--- src/sv/rbb_pkg.sv ---
// package for the row box blur: sizes, config and status types, latching functions
// no dependencies; used by every other file of the block
package rbb_pkg;

    localparam int MAX_WINDOW = 127;
    localparam int MAX_ROW    = 4096;

    // fixed field widths
    localparam int PIX_W  = 8;
    localparam int WS_W   = 7;
    localparam int RW_W   = 13;
    localparam int DATA_W = 32;

    // derived widths
    localparam int IDX_W  = $clog2(MAX_WINDOW);
    localparam int SIZE_W = $clog2(MAX_WINDOW + 1);
    localparam int HALF_W = $clog2(MAX_WINDOW / 2 + 1);
    localparam int SUM_W  = $clog2(MAX_WINDOW * ((1 << PIX_W) - 1) + 1);
    localparam int COL_W  = $clog2(MAX_ROW);
    localparam int LEN_W  = $clog2(MAX_ROW + 1);
    localparam int DCNT_W = $clog2(PIX_W);
    localparam int DSH_W  = SIZE_W + PIX_W - 1;

    // register map
    localparam int REG_COUNT = 2;
    localparam int ADDR_W    = $clog2(REG_COUNT * 4);

    typedef enum logic [ADDR_W-3:0] {
        REG_WINDOW_SIZE,
        REG_ROW_WIDTH
    } t_reg_idx;

    typedef struct packed {
        logic [WS_W-1:0] window_size;
        logic [RW_W-1:0] row_width;
    } t_cfg;

    typedef struct packed {
        logic busy;
        logic done;
    } t_div_stat;

    // row width as used for a row: zero becomes one, clamp to the largest row
    function automatic logic [LEN_W-1:0] latch_width(input logic [RW_W-1:0] rw);
        logic [LEN_W-1:0] w;
        if (rw == '0) begin
            w = LEN_W'(1);
        end else if (32'(rw) > MAX_ROW) begin
            w = LEN_W'(MAX_ROW);
        end else begin
            w = LEN_W'(rw);
        end
        return w;
    endfunction

    // odd window size, capped, and below the row width except on a one-pixel row
    function automatic logic [SIZE_W-1:0] latch_size(input logic [WS_W-1:0] ws,
                                                     input logic [LEN_W-1:0] w);
        logic [31:0] s;
        logic [31:0] ww;
        logic [31:0] cap;
        s   = 32'(ws);
        ww  = 32'(w);
        cap = 32'((MAX_WINDOW - 1) | 1);
        if (s == 32'd0) begin
            s = 32'd1;
        end
        if (!s[0]) begin
            s = s - 32'd1;
        end
        if (s > cap) begin
            s = cap;
        end
        if (s >= ww) begin
            s = (ww >= 32'd2) ? ((ww >> 1) << 1) - 32'd1 : 32'd1;
        end
        return SIZE_W'(s);
    endfunction

endpackage

--- src/sv/rbb_if.sv ---
// stream interfaces for pixels in and averaged pixels out
// depends on rbb_pkg for the field widths
interface rbb_in_if;
    logic                      valid;
    logic                      ready;
    logic [rbb_pkg::PIX_W-1:0] in_pixel;

    modport source (output valid, output in_pixel, input ready);
    modport sink   (input valid, input in_pixel, output ready);
endinterface

interface rbb_out_if;
    logic                      valid;
    logic                      ready;
    logic [rbb_pkg::PIX_W-1:0] out_pixel;
    logic                      run_last;
    logic                      row_end;

    modport source (output valid, output out_pixel, output run_last, output row_end,
                    input ready);
    modport sink   (input valid, input out_pixel, input run_last, input row_end,
                    output ready);
endinterface

--- src/sv/rbb_cfg.sv ---
// apb register file: window size and row width
// depends on rbb_pkg
module rbb_cfg (
    input  logic                         i_clk,
    input  logic                         i_rst_n,
    input  logic                         psel,
    input  logic                         penable,
    input  logic                         pwrite,
    input  logic [rbb_pkg::ADDR_W-1:0]   paddr,
    input  logic [rbb_pkg::DATA_W-1:0]   pwdata,
    output logic [rbb_pkg::DATA_W-1:0]   prdata,
    output logic                         pready,
    output rbb_pkg::t_cfg                o_cfg
);

    logic [rbb_pkg::WS_W-1:0] r_window_size;
    logic [rbb_pkg::RW_W-1:0] r_row_width;
    rbb_pkg::t_reg_idx        reg_idx;
    logic                     wr_en;

    assign reg_idx = rbb_pkg::t_reg_idx'(paddr[rbb_pkg::ADDR_W-1:2]);
    assign pready  = 1'b1;
    assign wr_en   = psel && penable && pwrite && pready;

    // register write on the access phase
    always_ff @(posedge i_clk) begin
        if (!i_rst_n) begin
            r_window_size <= rbb_pkg::WS_W'(1);
            r_row_width   <= rbb_pkg::RW_W'(640);
        end else if (wr_en) begin
            unique case (reg_idx)
                rbb_pkg::REG_WINDOW_SIZE: r_window_size <= pwdata[rbb_pkg::WS_W-1:0];
                rbb_pkg::REG_ROW_WIDTH:   r_row_width   <= pwdata[rbb_pkg::RW_W-1:0];
            endcase
        end
    end

    // read back
    always_comb begin
        unique case (reg_idx)
            rbb_pkg::REG_WINDOW_SIZE: prdata = rbb_pkg::DATA_W'(r_window_size);
            rbb_pkg::REG_ROW_WIDTH:   prdata = rbb_pkg::DATA_W'(r_row_width);
        endcase
    end

    assign o_cfg.window_size = r_window_size;
    assign o_cfg.row_width   = r_row_width;

endmodule

--- src/sv/rbb_store.sv ---
// ring of recent row pixels, one write and one registered read per cycle
// depends on rbb_pkg; a read and write of the same entry returns the old pixel
module rbb_store (
    input  logic                       i_clk,
    input  logic                       i_we,
    input  logic [rbb_pkg::IDX_W-1:0]  i_waddr,
    input  logic [rbb_pkg::PIX_W-1:0]  i_wdata,
    input  logic                       i_re,
    input  logic [rbb_pkg::IDX_W-1:0]  i_raddr,
    output logic [rbb_pkg::PIX_W-1:0]  o_rdata
);

    logic [rbb_pkg::PIX_W-1:0] r_mem [rbb_pkg::MAX_WINDOW];
    logic [rbb_pkg::PIX_W-1:0] r_rdata;

    // read-first port: the pixel leaving the window is read before it is overwritten
    always_ff @(posedge i_clk) begin
        if (i_we) begin
            r_mem[i_waddr] <= i_wdata;
        end
        if (i_re) begin
            r_rdata <= r_mem[i_raddr];
        end
    end

    assign o_rdata = r_rdata;

endmodule

--- src/sv/rbb_div.sv ---
// restoring divider: window sum by window size, one quotient bit per cycle
// depends on rbb_pkg; the quotient always fits a pixel since the sum is below 256 times the size
module rbb_div (
    input  logic                       i_clk,
    input  logic                       i_rst_n,
    input  logic                       i_start,
    input  logic [rbb_pkg::SUM_W-1:0]  i_dividend,
    input  logic [rbb_pkg::SIZE_W-1:0] i_divisor,
    output rbb_pkg::t_div_stat         o_stat,
    output logic [rbb_pkg::PIX_W-1:0]  o_quot
);

    logic [rbb_pkg::SUM_W-1:0]  r_rem,  n_rem;
    logic [rbb_pkg::DSH_W-1:0]  r_dsh,  n_dsh;
    logic [rbb_pkg::PIX_W-1:0]  r_quot, n_quot;
    logic [rbb_pkg::DCNT_W-1:0] r_cnt,  n_cnt;
    logic                       r_busy, n_busy;
    logic                       r_done, n_done;
    logic                       fits;

    assign fits = 32'(r_rem) >= 32'(r_dsh);

    // next quotient bit from one trial subtract
    always_comb begin
        n_rem  = r_rem;
        n_dsh  = r_dsh;
        n_quot = r_quot;
        n_cnt  = r_cnt;
        n_busy = r_busy;
        n_done = r_done;
        if (i_start) begin
            n_rem  = i_dividend;
            n_dsh  = rbb_pkg::DSH_W'(i_divisor) << (rbb_pkg::PIX_W - 1);
            n_cnt  = '0;
            n_busy = 1'b1;
            n_done = 1'b0;
        end else if (r_busy) begin
            if (fits) begin
                n_rem = r_rem - rbb_pkg::SUM_W'(r_dsh);
            end
            n_quot = {r_quot[rbb_pkg::PIX_W-2:0], fits};
            n_dsh  = r_dsh >> 1;
            n_cnt  = r_cnt + rbb_pkg::DCNT_W'(1);
            if (r_cnt == rbb_pkg::DCNT_W'(rbb_pkg::PIX_W - 1)) begin
                n_busy = 1'b0;
                n_done = 1'b1;
            end
        end
    end

    always_ff @(posedge i_clk) begin
        r_rem  <= n_rem;
        r_dsh  <= n_dsh;
        r_quot <= n_quot;
        if (!i_rst_n) begin
            r_cnt  <= '0;
            r_busy <= 1'b0;
            r_done <= 1'b0;
        end else begin
            r_cnt  <= n_cnt;
            r_busy <= n_busy;
            r_done <= n_done;
        end
    end

    assign o_stat.busy = r_busy;
    assign o_stat.done = r_done;
    assign o_quot      = r_quot;

endmodule

--- src/sv/row_box_blur_replicated_edges_unit.sv ---
// top level of the row box blur with replicated edges
// depends on rbb_pkg, rbb_if, rbb_cfg, rbb_store and rbb_div
//
//   channel  | direction | transfer when         | payload
//   ---------+-----------+-----------------------+---------------------------------
//   i_in     | in        | valid && ready        | in_pixel
//   o_out    | out       | valid && ready        | out_pixel, run_last, row_end
//   apb      | in        | psel&&penable&&pwrite | window_size, row_width
//
// a pixel that yields no average passes the ring read and the running-sum update; one that
// yields one also passes the divider and the handoff to the output register. the last pixel
// of a row adds a sum update, a divide and a handoff for each of the half-window flushed averages.
// one pixel is worked on at a time; the next pixel may enter while a result waits
// in the output register, which stalls the divider handoff only.
// synchronous reset clears control state; the ring needs no clearing pass.
module row_box_blur_replicated_edges_unit (
    input  logic                        i_clk,
    input  logic                        i_rst_n,
    rbb_in_if.sink                      i_in,
    rbb_out_if.source                   o_out,
    input  logic                        psel,
    input  logic                        penable,
    input  logic                        pwrite,
    input  logic [rbb_pkg::ADDR_W-1:0]  paddr,
    input  logic [rbb_pkg::DATA_W-1:0]  pwdata,
    output logic [rbb_pkg::DATA_W-1:0]  prdata,
    output logic                        pready
);

    typedef enum logic [1:0] {
        S_IDLE,
        S_ACC,
        S_DIV
    } t_state;

    rbb_pkg::t_cfg       cfg;
    rbb_pkg::t_div_stat  div_stat;
    logic [rbb_pkg::PIX_W-1:0] div_quot;
    logic [rbb_pkg::PIX_W-1:0] mem_rdata;
    logic                      mem_we;
    logic                      mem_re;
    logic [rbb_pkg::IDX_W-1:0] mem_waddr;
    logic [rbb_pkg::IDX_W-1:0] mem_raddr;
    logic                      div_start;
    logic                      out_free;

    t_state                     r_state,   n_state;
    logic [rbb_pkg::COL_W-1:0]  r_cc,      n_cc;
    logic [rbb_pkg::LEN_W-1:0]  r_len,     n_len;
    logic [rbb_pkg::SIZE_W-1:0] r_eff,     n_eff;
    logic [rbb_pkg::HALF_W-1:0] r_half,    n_half;
    logic [rbb_pkg::HALF_W-1:0] r_k,       n_k;
    logic [rbb_pkg::PIX_W-1:0]  r_first,   n_first;
    logic [rbb_pkg::PIX_W-1:0]  r_pix,     n_pix;
    logic [rbb_pkg::SUM_W-1:0]  r_sum,     n_sum;
    logic [rbb_pkg::IDX_W-1:0]  r_wr_idx,  n_wr_idx;
    logic [rbb_pkg::IDX_W-1:0]  r_rd_idx,  n_rd_idx;
    logic                       r_last,    n_last;
    logic                       r_flush,   n_flush;
    logic                       r_use_mem, n_use_mem;
    logic                       r_prl,     n_prl;
    logic                       r_pre,     n_pre;
    logic                       r_ov,      n_ov;
    logic [rbb_pkg::PIX_W-1:0]  r_opix,    n_opix;
    logic                       r_orl,     n_orl;
    logic                       r_ore,     n_ore;

    function automatic logic [rbb_pkg::IDX_W-1:0] idx_inc(input logic [rbb_pkg::IDX_W-1:0] idx);
        return (idx == rbb_pkg::IDX_W'(rbb_pkg::MAX_WINDOW - 1)) ? '0 : idx + rbb_pkg::IDX_W'(1);
    endfunction

    rbb_cfg u_cfg (
        .i_clk   (i_clk),
        .i_rst_n (i_rst_n),
        .psel    (psel),
        .penable (penable),
        .pwrite  (pwrite),
        .paddr   (paddr),
        .pwdata  (pwdata),
        .prdata  (prdata),
        .pready  (pready),
        .o_cfg   (cfg)
    );

    rbb_store u_store (
        .i_clk   (i_clk),
        .i_we    (mem_we),
        .i_waddr (mem_waddr),
        .i_wdata (i_in.in_pixel),
        .i_re    (mem_re),
        .i_raddr (mem_raddr),
        .o_rdata (mem_rdata)
    );

    rbb_div u_div (
        .i_clk      (i_clk),
        .i_rst_n    (i_rst_n),
        .i_start    (div_start),
        .i_dividend (n_sum),
        .i_divisor  (r_eff),
        .o_stat     (div_stat),
        .o_quot     (div_quot)
    );

    assign out_free  = !r_ov || o_out.ready;
    assign mem_waddr = r_wr_idx;
    assign mem_raddr = r_rd_idx;

    // sequencer: ring read, sum update, divide, handoff and end-of-row flush
    always_comb begin
        logic                       row_start;
        logic [rbb_pkg::LEN_W-1:0]  cur_len;
        logic [rbb_pkg::SIZE_W-1:0] cur_eff;
        logic [rbb_pkg::PIX_W-1:0]  old;

        n_state   = r_state;
        n_cc      = r_cc;
        n_len     = r_len;
        n_eff     = r_eff;
        n_half    = r_half;
        n_k       = r_k;
        n_first   = r_first;
        n_pix     = r_pix;
        n_sum     = r_sum;
        n_wr_idx  = r_wr_idx;
        n_rd_idx  = r_rd_idx;
        n_last    = r_last;
        n_flush   = r_flush;
        n_use_mem = r_use_mem;
        n_prl     = r_prl;
        n_pre     = r_pre;
        n_ov      = r_ov;
        n_opix    = r_opix;
        n_orl     = r_orl;
        n_ore     = r_ore;
        mem_we    = 1'b0;
        mem_re    = 1'b0;
        div_start = 1'b0;
        row_start = (r_cc == '0);
        cur_len   = row_start ? rbb_pkg::latch_width(cfg.row_width) : r_len;
        cur_eff   = row_start ? rbb_pkg::latch_size(cfg.window_size, cur_len) : r_eff;
        old       = r_use_mem ? mem_rdata : r_first;

        // output register drains independently
        if (r_ov && o_out.ready) begin
            n_ov = 1'b0;
        end

        unique case (r_state)
            S_IDLE: begin
                if (i_in.valid) begin
                    // registers latch on the first pixel of a row
                    if (row_start) begin
                        n_len   = cur_len;
                        n_eff   = cur_eff;
                        n_half  = rbb_pkg::HALF_W'((cur_eff - rbb_pkg::SIZE_W'(1)) >> 1);
                        n_first = i_in.in_pixel;
                    end
                    n_pix     = i_in.in_pixel;
                    n_use_mem = !row_start && (32'(r_cc) >= 32'(r_eff));
                    mem_re    = n_use_mem;
                    if (n_use_mem) begin
                        n_rd_idx = idx_inc(r_rd_idx);
                    end
                    mem_we   = 1'b1;
                    n_wr_idx = idx_inc(r_wr_idx);
                    n_last   = (32'(r_cc) + 32'd1) >= 32'(cur_len);
                    n_flush  = 1'b0;
                    n_state  = S_ACC;
                end
            end
            S_ACC: begin
                // running sum: seed with replicated left edge or slide by one
                if (!r_flush && row_start) begin
                    n_sum = rbb_pkg::SUM_W'(r_eff) * rbb_pkg::SUM_W'(r_pix);
                end else begin
                    n_sum = r_sum + rbb_pkg::SUM_W'(r_pix) - rbb_pkg::SUM_W'(old);
                end
                if (r_flush || (32'(r_cc) >= 32'(r_half))) begin
                    div_start = 1'b1;
                    n_state   = S_DIV;
                    if (r_flush) begin
                        n_pre = (r_k == r_half);
                        n_prl = (r_k == r_half);
                    end else begin
                        n_pre = r_last && (r_half == '0);
                        n_prl = !(r_last && (r_half != '0));
                    end
                end else begin
                    n_cc    = r_cc + rbb_pkg::COL_W'(1);
                    n_state = S_IDLE;
                end
            end
            S_DIV: begin
                if (div_stat.done && out_free) begin
                    n_ov   = 1'b1;
                    n_opix = div_quot;
                    n_orl  = r_prl;
                    n_ore  = r_pre;
                    if (r_last && !r_pre) begin
                        // next flushed average: right edge replicated, oldest pixel leaves
                        n_flush   = 1'b1;
                        n_k       = r_flush ? r_k + rbb_pkg::HALF_W'(1) : rbb_pkg::HALF_W'(1);
                        mem_re    = 1'b1;
                        n_rd_idx  = idx_inc(r_rd_idx);
                        n_use_mem = 1'b1;
                        n_state   = S_ACC;
                    end else begin
                        n_state = S_IDLE;
                        if (r_last) begin
                            n_cc     = '0;
                            n_wr_idx = '0;
                            n_rd_idx = '0;
                        end else begin
                            n_cc = r_cc + rbb_pkg::COL_W'(1);
                        end
                    end
                end
            end
            default: n_state = S_IDLE;
        endcase
    end

    // state and registered outputs
    always_ff @(posedge i_clk) begin
        r_len   <= n_len;
        r_first <= n_first;
        r_pix   <= n_pix;
        r_opix  <= n_opix;
        r_orl   <= n_orl;
        r_ore   <= n_ore;
        r_prl   <= n_prl;
        r_pre   <= n_pre;
        if (!i_rst_n) begin
            r_state   <= S_IDLE;
            r_cc      <= '0;
            r_eff     <= rbb_pkg::SIZE_W'(1);
            r_half    <= '0;
            r_k       <= '0;
            r_sum     <= '0;
            r_wr_idx  <= '0;
            r_rd_idx  <= '0;
            r_last    <= 1'b0;
            r_flush   <= 1'b0;
            r_use_mem <= 1'b0;
            r_ov      <= 1'b0;
        end else begin
            r_state   <= n_state;
            r_cc      <= n_cc;
            r_eff     <= n_eff;
            r_half    <= n_half;
            r_k       <= n_k;
            r_sum     <= n_sum;
            r_wr_idx  <= n_wr_idx;
            r_rd_idx  <= n_rd_idx;
            r_last    <= n_last;
            r_flush   <= n_flush;
            r_use_mem <= n_use_mem;
            r_ov      <= n_ov;
        end
    end

    assign i_in.ready      = (r_state == S_IDLE);
    assign o_out.valid     = r_ov;
    assign o_out.out_pixel = r_opix;
    assign o_out.run_last  = r_orl;
    assign o_out.row_end   = r_ore;

endmodule

--- src/flat_wrapper.sv ---
// flat-port wrapper written by rule: the top's interface ports become plain ports
module row_box_blur_replicated_edges_unit_flat 
  (i_clk, i_rst_n, psel, penable, pwrite, paddr, pwdata, prdata, pready, i_in_valid, i_in_in_pixel, i_in_ready, o_out_valid, o_out_out_pixel, o_out_run_last, o_out_row_end, o_out_ready);
  rbb_in_if i_in_i ();
  rbb_out_if o_out_i ();
  input  logic i_clk;
  input  logic i_rst_n;
  input  logic psel;
  input  logic penable;
  input  logic pwrite;
  input  logic [rbb_pkg::ADDR_W-1:0] paddr;
  input  logic [rbb_pkg::DATA_W-1:0] pwdata;
  output logic [rbb_pkg::DATA_W-1:0] prdata;
  output logic pready;
  input wire logic [$bits(i_in_i.valid)-1:0] i_in_valid;
  input wire logic [$bits(i_in_i.in_pixel)-1:0] i_in_in_pixel;
  output wire logic [$bits(i_in_i.ready)-1:0] i_in_ready;
  output wire logic [$bits(o_out_i.valid)-1:0] o_out_valid;
  output wire logic [$bits(o_out_i.out_pixel)-1:0] o_out_out_pixel;
  output wire logic [$bits(o_out_i.run_last)-1:0] o_out_run_last;
  output wire logic [$bits(o_out_i.row_end)-1:0] o_out_row_end;
  input wire logic [$bits(o_out_i.ready)-1:0] o_out_ready;
  assign i_in_i.valid = i_in_valid;
  assign i_in_i.in_pixel = i_in_in_pixel;
  assign i_in_ready = i_in_i.ready;
  assign o_out_valid = o_out_i.valid;
  assign o_out_out_pixel = o_out_i.out_pixel;
  assign o_out_run_last = o_out_i.run_last;
  assign o_out_row_end = o_out_i.row_end;
  assign o_out_i.ready = o_out_ready;
  row_box_blur_replicated_edges_unit u_core (.i_clk(i_clk), .i_rst_n(i_rst_n), .i_in(i_in_i), .o_out(o_out_i), .psel(psel), .penable(penable), .pwrite(pwrite), .paddr(paddr), .pwdata(pwdata), .prdata(prdata), .pready(pready));
endmodule
--- config.mk ---
export PLATFORM = sky130hd
export DESIGN_NAME = row_box_blur_replicated_edges_unit_flat
export DESIGN_NICKNAME = d
export VERILOG_FILES = /design/src/sv/rbb_pkg.sv /design/src/sv/rbb_if.sv /design/src/sv/rbb_cfg.sv /design/src/sv/rbb_store.sv /design/src/sv/rbb_div.sv /design/src/sv/row_box_blur_replicated_edges_unit.sv /design/src/flat_wrapper.sv
export SDC_FILE = /design/constraint.sdc
export NUM_CORES = 2
export LEC_CHECK = 0
export ABC_CLOCK_PERIOD_IN_PS = 6140
export BUFFER_PORTS_ARGS = -buffer_cell sky130_fd_sc_hd__buf_2
export CELL_PAD_IN_SITES_DETAIL_PLACEMENT = 1
export CELL_PAD_IN_SITES_GLOBAL_PLACEMENT = 2
export CORE_UTILIZATION = 48
export DETAILED_ROUTE_END_ITERATION = 8
export HOLD_SLACK_MARGIN = 0.06
export PLACE_DENSITY = 0.87
export SYNTH_ARGS = -nofsm -noshare
export SYNTH_HDL_FRONTEND = slang
export SYNTH_SLANG_ARGS = --single-unit
--- constraint.sdc ---
create_clock -name i_clk -period 6.14 [get_ports i_clk]
set_input_delay 0.614 -clock i_clk [delete_from_list [all_inputs] [get_ports i_clk]]
set_output_delay 0.614 -clock i_clk [all_outputs]
set_load 0.005 [all_outputs]
# After elaboration in Yosys (flattened, before gate mapping)

Memory sizes are Yosys's and may differ from the RTL's. A register that Yosys moved wholly into a read port is not among the register bits.
Index checks and enable logic that the tools add are counted.

Latch bits: 0
Memory bits (writable): 1016
Logic and storage cells: 175
Output and inout bits: 45
Register bits after elaboration: 169
Input port bits: 50
Memories kept: 1
ROM bits: 0

Multipliers: 1
Mux-type cells: 65
Reduce and logical (&&, ||, !) cells: 42
Add/sub/neg operators: 12
Bitwise gates (word level): 3
Eq/ne operators: 14
Div/mod/pow operators: 0
Shifts and indexed selects: 0
$lt $le $gt $ge: 8

Memory list:

| memory               | depth | width | rd ports | clocked after Yosys merged registers in | wr ports | line            | RTL |
|---|---|---|---|---|---|---|---|
| u_core.u_store.r_mem | 127   | 8     | 1        | 1                                       | 1        | rbb_store.sv:13 | `logic [rbb_pkg::PIX_W-1:0] r_mem [rbb_pkg::MAX_WINDOW];` |

Operator list:

| kind                                                                | count |
|---|---|
| 2-to-1 mux 7 bit                                                    | 14 |
| 2-to-1 mux 15 bit                                                   | 5 |
| 2-to-1 mux 32 bit                                                   | 2 |
| one-hot mux 32 bit (2 select lines)                                 | 1 |
| 2-to-1 mux 12 bit                                                   | 4 |
| 2-to-1 mux 13 bit                                                   | 3 |
| greater-or-equal comparator 32 x 13 -> 1 bit                        | 1 |
| greater-than comparator 32 x 7 -> 1 bit (second input constant)     | 1 |
| 2-to-1 mux 14 bit                                                   | 2 |
| one-hot mux 7 bit (2 select lines)                                  | 2 |
| one-hot mux 12 bit (2 select lines)                                 | 1 |
| 2-to-1 mux 1 bit                                                    | 22 |
| AND reduction 2 bit                                                 | 9 |
| adder 15 x 8 -> 15 bit                                              | 1 |
| greater-or-equal comparator 15 x 14 -> 1 bit                        | 1 |
| multiplier 7 x 8 -> 15 bit                                          | 1 |
| subtractor 15 x 14 -> 15 bit                                        | 1 |
| subtractor 15 x 8 -> 15 bit                                         | 1 |
| adder 7 x 1 -> 7 bit (second input constant)                        | 2 |
| equality test 7 bit (second input constant)                         | 2 |
| subtractor 7 x 1 -> 7 bit (second input constant)                   | 2 |
| adder 12 x 1 -> 13 bit (second input constant)                      | 1 |
| greater-or-equal comparator 13 bit                                  | 1 |
| greater-or-equal comparator 13 x 2 -> 1 bit (second input constant) | 1 |
| other kinds (34)                                                    | 64 |

# Longest topological paths before layout

Word-level depth: 10
Gate-level depth with buffers: 18
Mapped depth without buffers: 17

# Modules after synthesis

From an unflattened synthesis, not the netlist that was laid out.

Cells, all modules: 3246
Area, all modules: 52208.8 sq um

By module, submodules not included:

| module                             | cells each | sequential area each (sq um) | times used | area an instance (sq um) |
|---|---|---|---|---|
| rbb_store                          | 1882       | 30749.5                      | 1          | 39880.7 |
| row_box_blur_replicated_edges_unit | 1014       | 2552.4                       | 1          | 8849.7 |
| rbb_div                            | 231        | 1141.1                       | 1          | 2387.3 |
| rbb_cfg                            | 119        | 400.4                        | 1          | 1091.0 |

# Worst setup path before layout

Ideal clock, no wire load.

Kind: register to register
Start: register u_core.r_eff[2] (netlist bit)
End: register u_core.u_div.r_rem[11] (netlist bit) (data pin)
Required time: 5.880 ns
Buffers on the path: 1
Clock period less this slack: 4.551 ns
Setup time: 0.260 ns
Stages on the path, launching flop included: 18
Arrival: 4.291 ns
Path slack: 1.589 ns
Cells stage by stage: dfxtp_1 clkbuf_1 inv_1 nor2_1 fa_1 inv_1 fa_1 fa_1 inv_1 fa_1 ha_1 nor4_1 a21oi_1 a31o_2 a21oi_1 xor2_1 o21ai_0 mux2_2

Word-level cells in the longest chain between the ends: 4

Ends and longest elaborated chain:

| item                            | line                                      | RTL |
|---|---|---|
| start, declared                 | row_box_blur_replicated_edges_unit.sv:50  | `logic [rbb_pkg::SIZE_W-1:0] r_eff, n_eff;` |
| start signal, assigned          | row_box_blur_replicated_edges_unit.sv:237 | `r_eff <= rbb_pkg::SIZE_W'(1);` |
| start signal, assigned          | row_box_blur_replicated_edges_unit.sv:250 | `r_eff <= n_eff;` |
| multiplier 7 x 8 -> 15 bit      | row_box_blur_replicated_edges_unit.sv:175 | `n_sum = rbb_pkg::SUM_W'(r_eff) * rbb_pkg::SUM_W'(r_pix);` |
| 2-to-1 mux 15 bit               | row_box_blur_replicated_edges_unit.sv:174 | `if (!r_flush && row_start) begin` |
| 2-to-1 mux 15 bit               | row_box_blur_replicated_edges_unit.sv:149 | `unique case (r_state)` |
| 2-to-1 mux 15 bit               | rbb_div.sv:31                             | `if (i_start) begin` |
| via u_core.u_div.n_rem, one bit | rbb_div.sv:13                             | `logic [rbb_pkg::SUM_W-1:0] r_rem, n_rem;` |
| end signal, assigned            | rbb_div.sv:52                             | `r_rem <= n_rem;` |
| end, declared                   | rbb_div.sv:13                             |  |

The timed path passes the listed nets, and every way through them passes these cells.
A chain may end at the register's enable or synchronous reset.

# Worst setup path after layout

Start: register u_core.u_cfg.r_window_size[2] (netlist bit)
End: register u_core.r_eff[2] (netlist bit)

Word-level cells in the longest chain between the ends: 9

Ends and longest elaborated chain:

| item                                         | line                                      | RTL |
|---|---|---|
| start, declared                              | rbb_cfg.sv:16                             | `logic [rbb_pkg::WS_W-1:0] r_window_size;` |
| start signal, assigned                       | rbb_cfg.sv:28                             | `r_window_size <= rbb_pkg::WS_W'(1);` |
| start signal, assigned                       | rbb_cfg.sv:32                             | `rbb_pkg::REG_WINDOW_SIZE: r_window_size <= pwdata[rbb_pkg::WS_W-1:0];` |
| zero test 7 bit                              | rbb_pkg.sv:65                             | `if (s == 32'd0) begin` |
| 2-to-1 mux 7 bit *                           | rbb_pkg.sv:65                             |  |
| subtractor 7 x 1 -> 8 bit                    | rbb_pkg.sv:69                             | `s = s - 32'd1;` |
| 2-to-1 mux 32 bit *                          | rbb_pkg.sv:68                             | `if (!s[0]) begin` |
| greater-than comparator 32 x 7 -> 1 bit      | rbb_pkg.sv:71                             | `if (s > cap) begin` |
| 2-to-1 mux 32 bit *                          | rbb_pkg.sv:71                             |  |
| greater-or-equal comparator 32 x 13 -> 1 bit | rbb_pkg.sv:74                             | `if (s >= ww) begin` |
| 2-to-1 mux 7 bit *                           | rbb_pkg.sv:74                             |  |
| 2-to-1 mux 7 bit *                           | row_box_blur_replicated_edges_unit.sv:141 | `cur_eff = row_start ? rbb_pkg::latch_size(cfg.window_size, cur_len) : r_eff;` |

Every way passes the cells marked *; elsewhere a longest branch is shown, timed or not.

==> impl_metrics.yaml <==
status:
  status: "completed"
yosys:
  async_flop_share: 0
  synth_edf_count: 1095
  ys_ff_latch: 1193
  syn_inst: 3064
  synth_cell_types: 76
  synth_flop_cell: "edfxtp_1"
  seq_area_frac_synth: 0.677
  netlist_area_sq_um: 51500
  syn_area_per_cell_sq_um: 16.8
  ys_warn_count: 0
job:
  maxCapViolCount: 0
sta:
  slew_viol_final: 0
  post-route-period-util: 0.876
  worst_pin_slew_ns: 1.27
  max_freq_mhz: 186
  finalSetupViolations: 0
  fin_worst_skew_ns: 0.0650
  report.final.hold_viol_count: 0
  fin_crit_ns: 5.38
  whs_ns: 0.110
  setup_tns_ns: 0
  slew_headroom: 0.157
  fin_ws_ns: 0.760
  rsz0062_at_grt: "no"
worst_setup_path:
  r2r_slack_ns: 0.76
  cp-end-kind: "flip-flop"
  arrival_ns: 6.03
  worstReg2RegEnd: "u_core.r_eff[2]"
  crit_fanout: 11
  cp.depth: 17
  r2r_cells: 17
  cp_cell_sequence: "or3_1 -> o41ai_2 -> inv_2 -> ha_1 -> inv_1 -> nor3_1 -> ha_1 -> o21ai_0 -> o221ai_1 -> ha_1 -> and4_1 -> nand4_1 -> a211oi_1 -> nor3_1 -> o211a_1 -> or4_1 -> nand3_1"
  slowest_stage: "o41ai_2"
  cp_top_family: "compound AO/OA/AOI/OAI gates"
  endpoint: "u_core.r_eff[2]"
  crit_top_cell: "ha_1"
  path_buf_inv: 2
  critPathLaunch: "u_core.u_cfg.r_window_size[2]"
  crit_type: "flip-flop to flip-flop"
  cp-start-kind: "flip-flop"
  cp_slowest_stage_delay_ns: 0.57
  r2r_start: "u_core.u_cfg.r_window_size[2]"
  required_ns: 6.79
cts:
  numCtsBuffers: 118
  insertion_delay_ns: 0.73
  htreeDepth: 3
  cts.path.max_buffers: 3
  hold_buffers: 1
  post_cts_resized: 0
  clockRootBuffer: "clkbuf_16"
  cts_tree: "built"
  path_clk_slew_ns: 0.06
  postCtsSetupRepairBufs: 0
  clock_sinks: 1193
routing:
  ant_nets: 0
  vias: 28104
  firstDrtPassIters: 5
  first_iter_violations: 2623
  drc: 0
  wl_microns: 129000
  vias_per_cell: 6.07
  wl_per_cell_microns: 27.8
power_and_ir_drop:
  leakage_nw: 18.6
  power_w: 0.0199
  max-vdd-ir-drop_mv: 0.316
  power_density_nw_per_um2: 349
floorplan:
  die_w_microns: 330
  row_count: 119
  die_h_microns: 330
  coreArea_sq_um: 106000
  ios: 95
  start_util: 0.486
  die_area_sq_um: 109000
grt:
  grt-ovfl-total: 0
  grt_pass1_vias: 29936
  grt_usage: 0.241
  grt_pass1_wl_microns: 193000
  grt_max_degree: 110
  antenna_found_initial: 1
layout:
  final_cell_count_no_fill: 4628
  fillers: 9615
  area_growth_pct: 10.9
  drive_gt1_frac: 0.189
  final_nets: 3340
placed_design:
  port_buffers: 53
  dp_cells: 4410
  pre_cts_slack_ns: 0.968
  globalplace.congestion: 0.872
  place_hpwl_microns: 83600
worst_hold_path:
  min_path_type: "input pin to flip-flop"
[cell usage in the layout, fill, tap and decap left out, types with 13 or more instances in the layout]
| cell | netlist | final |
|---|---|---|
| a211oi_1 | 13 | 13 |
| edfxtp_1 | 1095 | 1095 |
| nor2b_1 | 17 | 17 |
| fa_1 | 38 | 38 |
| a21oi_1 | 89 | 89 |
| clkinv_1 | 1 | 27 |
| inv_1 | 135 | 134 |
| nand3_1 | 64 | 64 |
| or3_1 | 19 | 19 |
| conb_1 | 2 | 26 |
| and3_1 | 15 | 15 |
| xor2_1 | 26 | 26 |
| mux2_2 | 15 | 15 |
| mux2i_1 | 56 | 56 |
| ha_1 | 112 | 112 |
| nor3_1 | 19 | 19 |
| nor4_1 | 20 | 20 |
| nand2b_1 | 23 | 23 |
| nand4_1 | 15 | 15 |
| o211ai_1 | 15 | 15 |
| clkbuf_1 | 92 | 28 |
| o21ai_0 | 58 | 58 |
| nor2_1 | 219 | 219 |
| o21a_1 | 13 | 13 |
| clkinv_2 | 0 | 17 |
| nand2_1 | 212 | 212 |
| a21o_1 | 21 | 21 |
| clkbuf_16 | 0 | 119 |
| xnor2_1 | 30 | 30 |
| mux4_2 | 306 | 306 |
| and2_1 | 27 | 27 |
| buf_4 | 21 | 43 |
| buf_2 | 32 | 45 |
| dfxtp_1 | 98 | 94 |
[sequential cells by signal (all words and copies together), names as in the netlist, 3 cells and up]
register and flops:
u_core.r_k 6, u_core.u_store.o_rdata 8, u_core.u_store.r_mem 1016, u_core.u_div.r_rem 15, u_core.r_pix 8, u_core.u_cfg.r_row_width 13, u_core.r_first 8, u_core.r_half 6
u_core.u_div.r_dsh 14, u_core.mem_raddr 7, u_core.u_cfg.r_window_size 7, u_core.o_out.out_pixel 8, u_core.u_div.o_quot 8, u_core.r_len 13, u_core.r_cc 12, u_core.mem_waddr 7
u_core.r_sum 15, u_core.u_div.r_cnt 3, u_core.r_eff 7
[cell type report]
class / count / area [sq um] / share of cell area
antenna: 1 / 2.50 / 0.0000438
clock buffer: 152 / 3150 / 0.0552
clock inverter: 64 / 651 / 0.0114
inverter: 141 / 529 / 0.00927
multi-input combinational: 1590 / 15500 / 0.271
sequential: 1193 / 34900 / 0.610
tap: 1391 / 1740 / 0.0305
timing repair buffer: 96 / 698 / 0.0122
[per-layer routing]
layer  up-vias  track usage  share of wire
met2      1029        0.414           0.51
met3       220       0.0315          0.055
met4         0       0.0804          0.034
met5         -            0              0
li1      12073            -              -
met1     14782        0.317           0.40
[stage by stage]
step                area (sq um)  utilization
floorplan                  51600            -
global placement           53300        0.503
detailed placement         53300        0.503
CTS                        57100        0.539
global route               57100        0.539
finish                     57100        0.539
[tightest hold or removal path: stages]
cell     delay, ns
buf_2         0.08
nand2_1       0.04
nand3_1       0.07
[Yosys cell counts, drive strengths merged, types with 5 or more instances]
master  instances  area, sq um
dfxtp          98         1960
edfxtp       1095        32900
a41oi           5         43.8
mux4          306         6890
nor4           23          163
ha            112         1400
o211ai         15          113
a21oi          89          445
mux2           15          169
or3            19          119
or2             6         37.5
nand2         212          796
buf            72          397
a211o           9         78.8
and2           27          169
o21ai          68          344
mux2i          56          561
fa             38          761
nand4          15         93.8
nand2b         23          144
xnor2          30          263
xor2           26          228
o21a           13         97.6
inv           140          526
nand3          64          320
a221oi          6         52.6
nor2b          17          106
a211oi         13         97.6
nor2          221          835
a21o           21          158
nor3           21          115
and3           15         93.8
a31oi          12         75.1
or4             6         48.8
clkbuf         92          345
[how the worst min path moves through the flow]
stage / startpoint / end / slack [ns] / depth (start not counted)
finish: pwdata[9] / u_core.u_cfg.r_row_width[9] / 0.11 / 3
global route: pwdata[9] / u_core.u_cfg.r_row_width[9] / 0.10 / 3
CTS: pwdata[9] / u_core.u_cfg.r_row_width[9] / 0.06 / 3
detailed placement: u_core.r_prl / u_core.o_out.run_last / 0.42 / 0
global placement: u_core.u_div.o_quot[7] / u_core.o_out.out_pixel[7] / 0.40 / 0
floorplan: u_core.u_div.o_quot[7] / u_core.o_out.out_pixel[7] / 0.40 / 0
[where the power goes]
part | switching (W) | leakage [nW] | internal, W
clock | 0.00310 | 1.84 | 0.00400
sequential | 0.000201 | 10.7 | 0.00918
combinational | 0.00211 | 6.11 | 0.00131
total | 0.00541 | 18.6 | 0.0145
[cells by family after synthesis]
logic type / count (synthesis) / synth area share
and+or+nand+nor: 681 / 0.0613
muxes: 377 / 0.148
DFF: 1193 / 0.677
AOI/OAI and AO/OA: 300 / 0.0378
adders and majority gates: 150 / 0.0420
other: 2 / 0.000146
xor gates and xnor gates: 56 / 0.00952
buffers and inverters: 305 / 0.0247
Power figures use the tool's default switching activity.
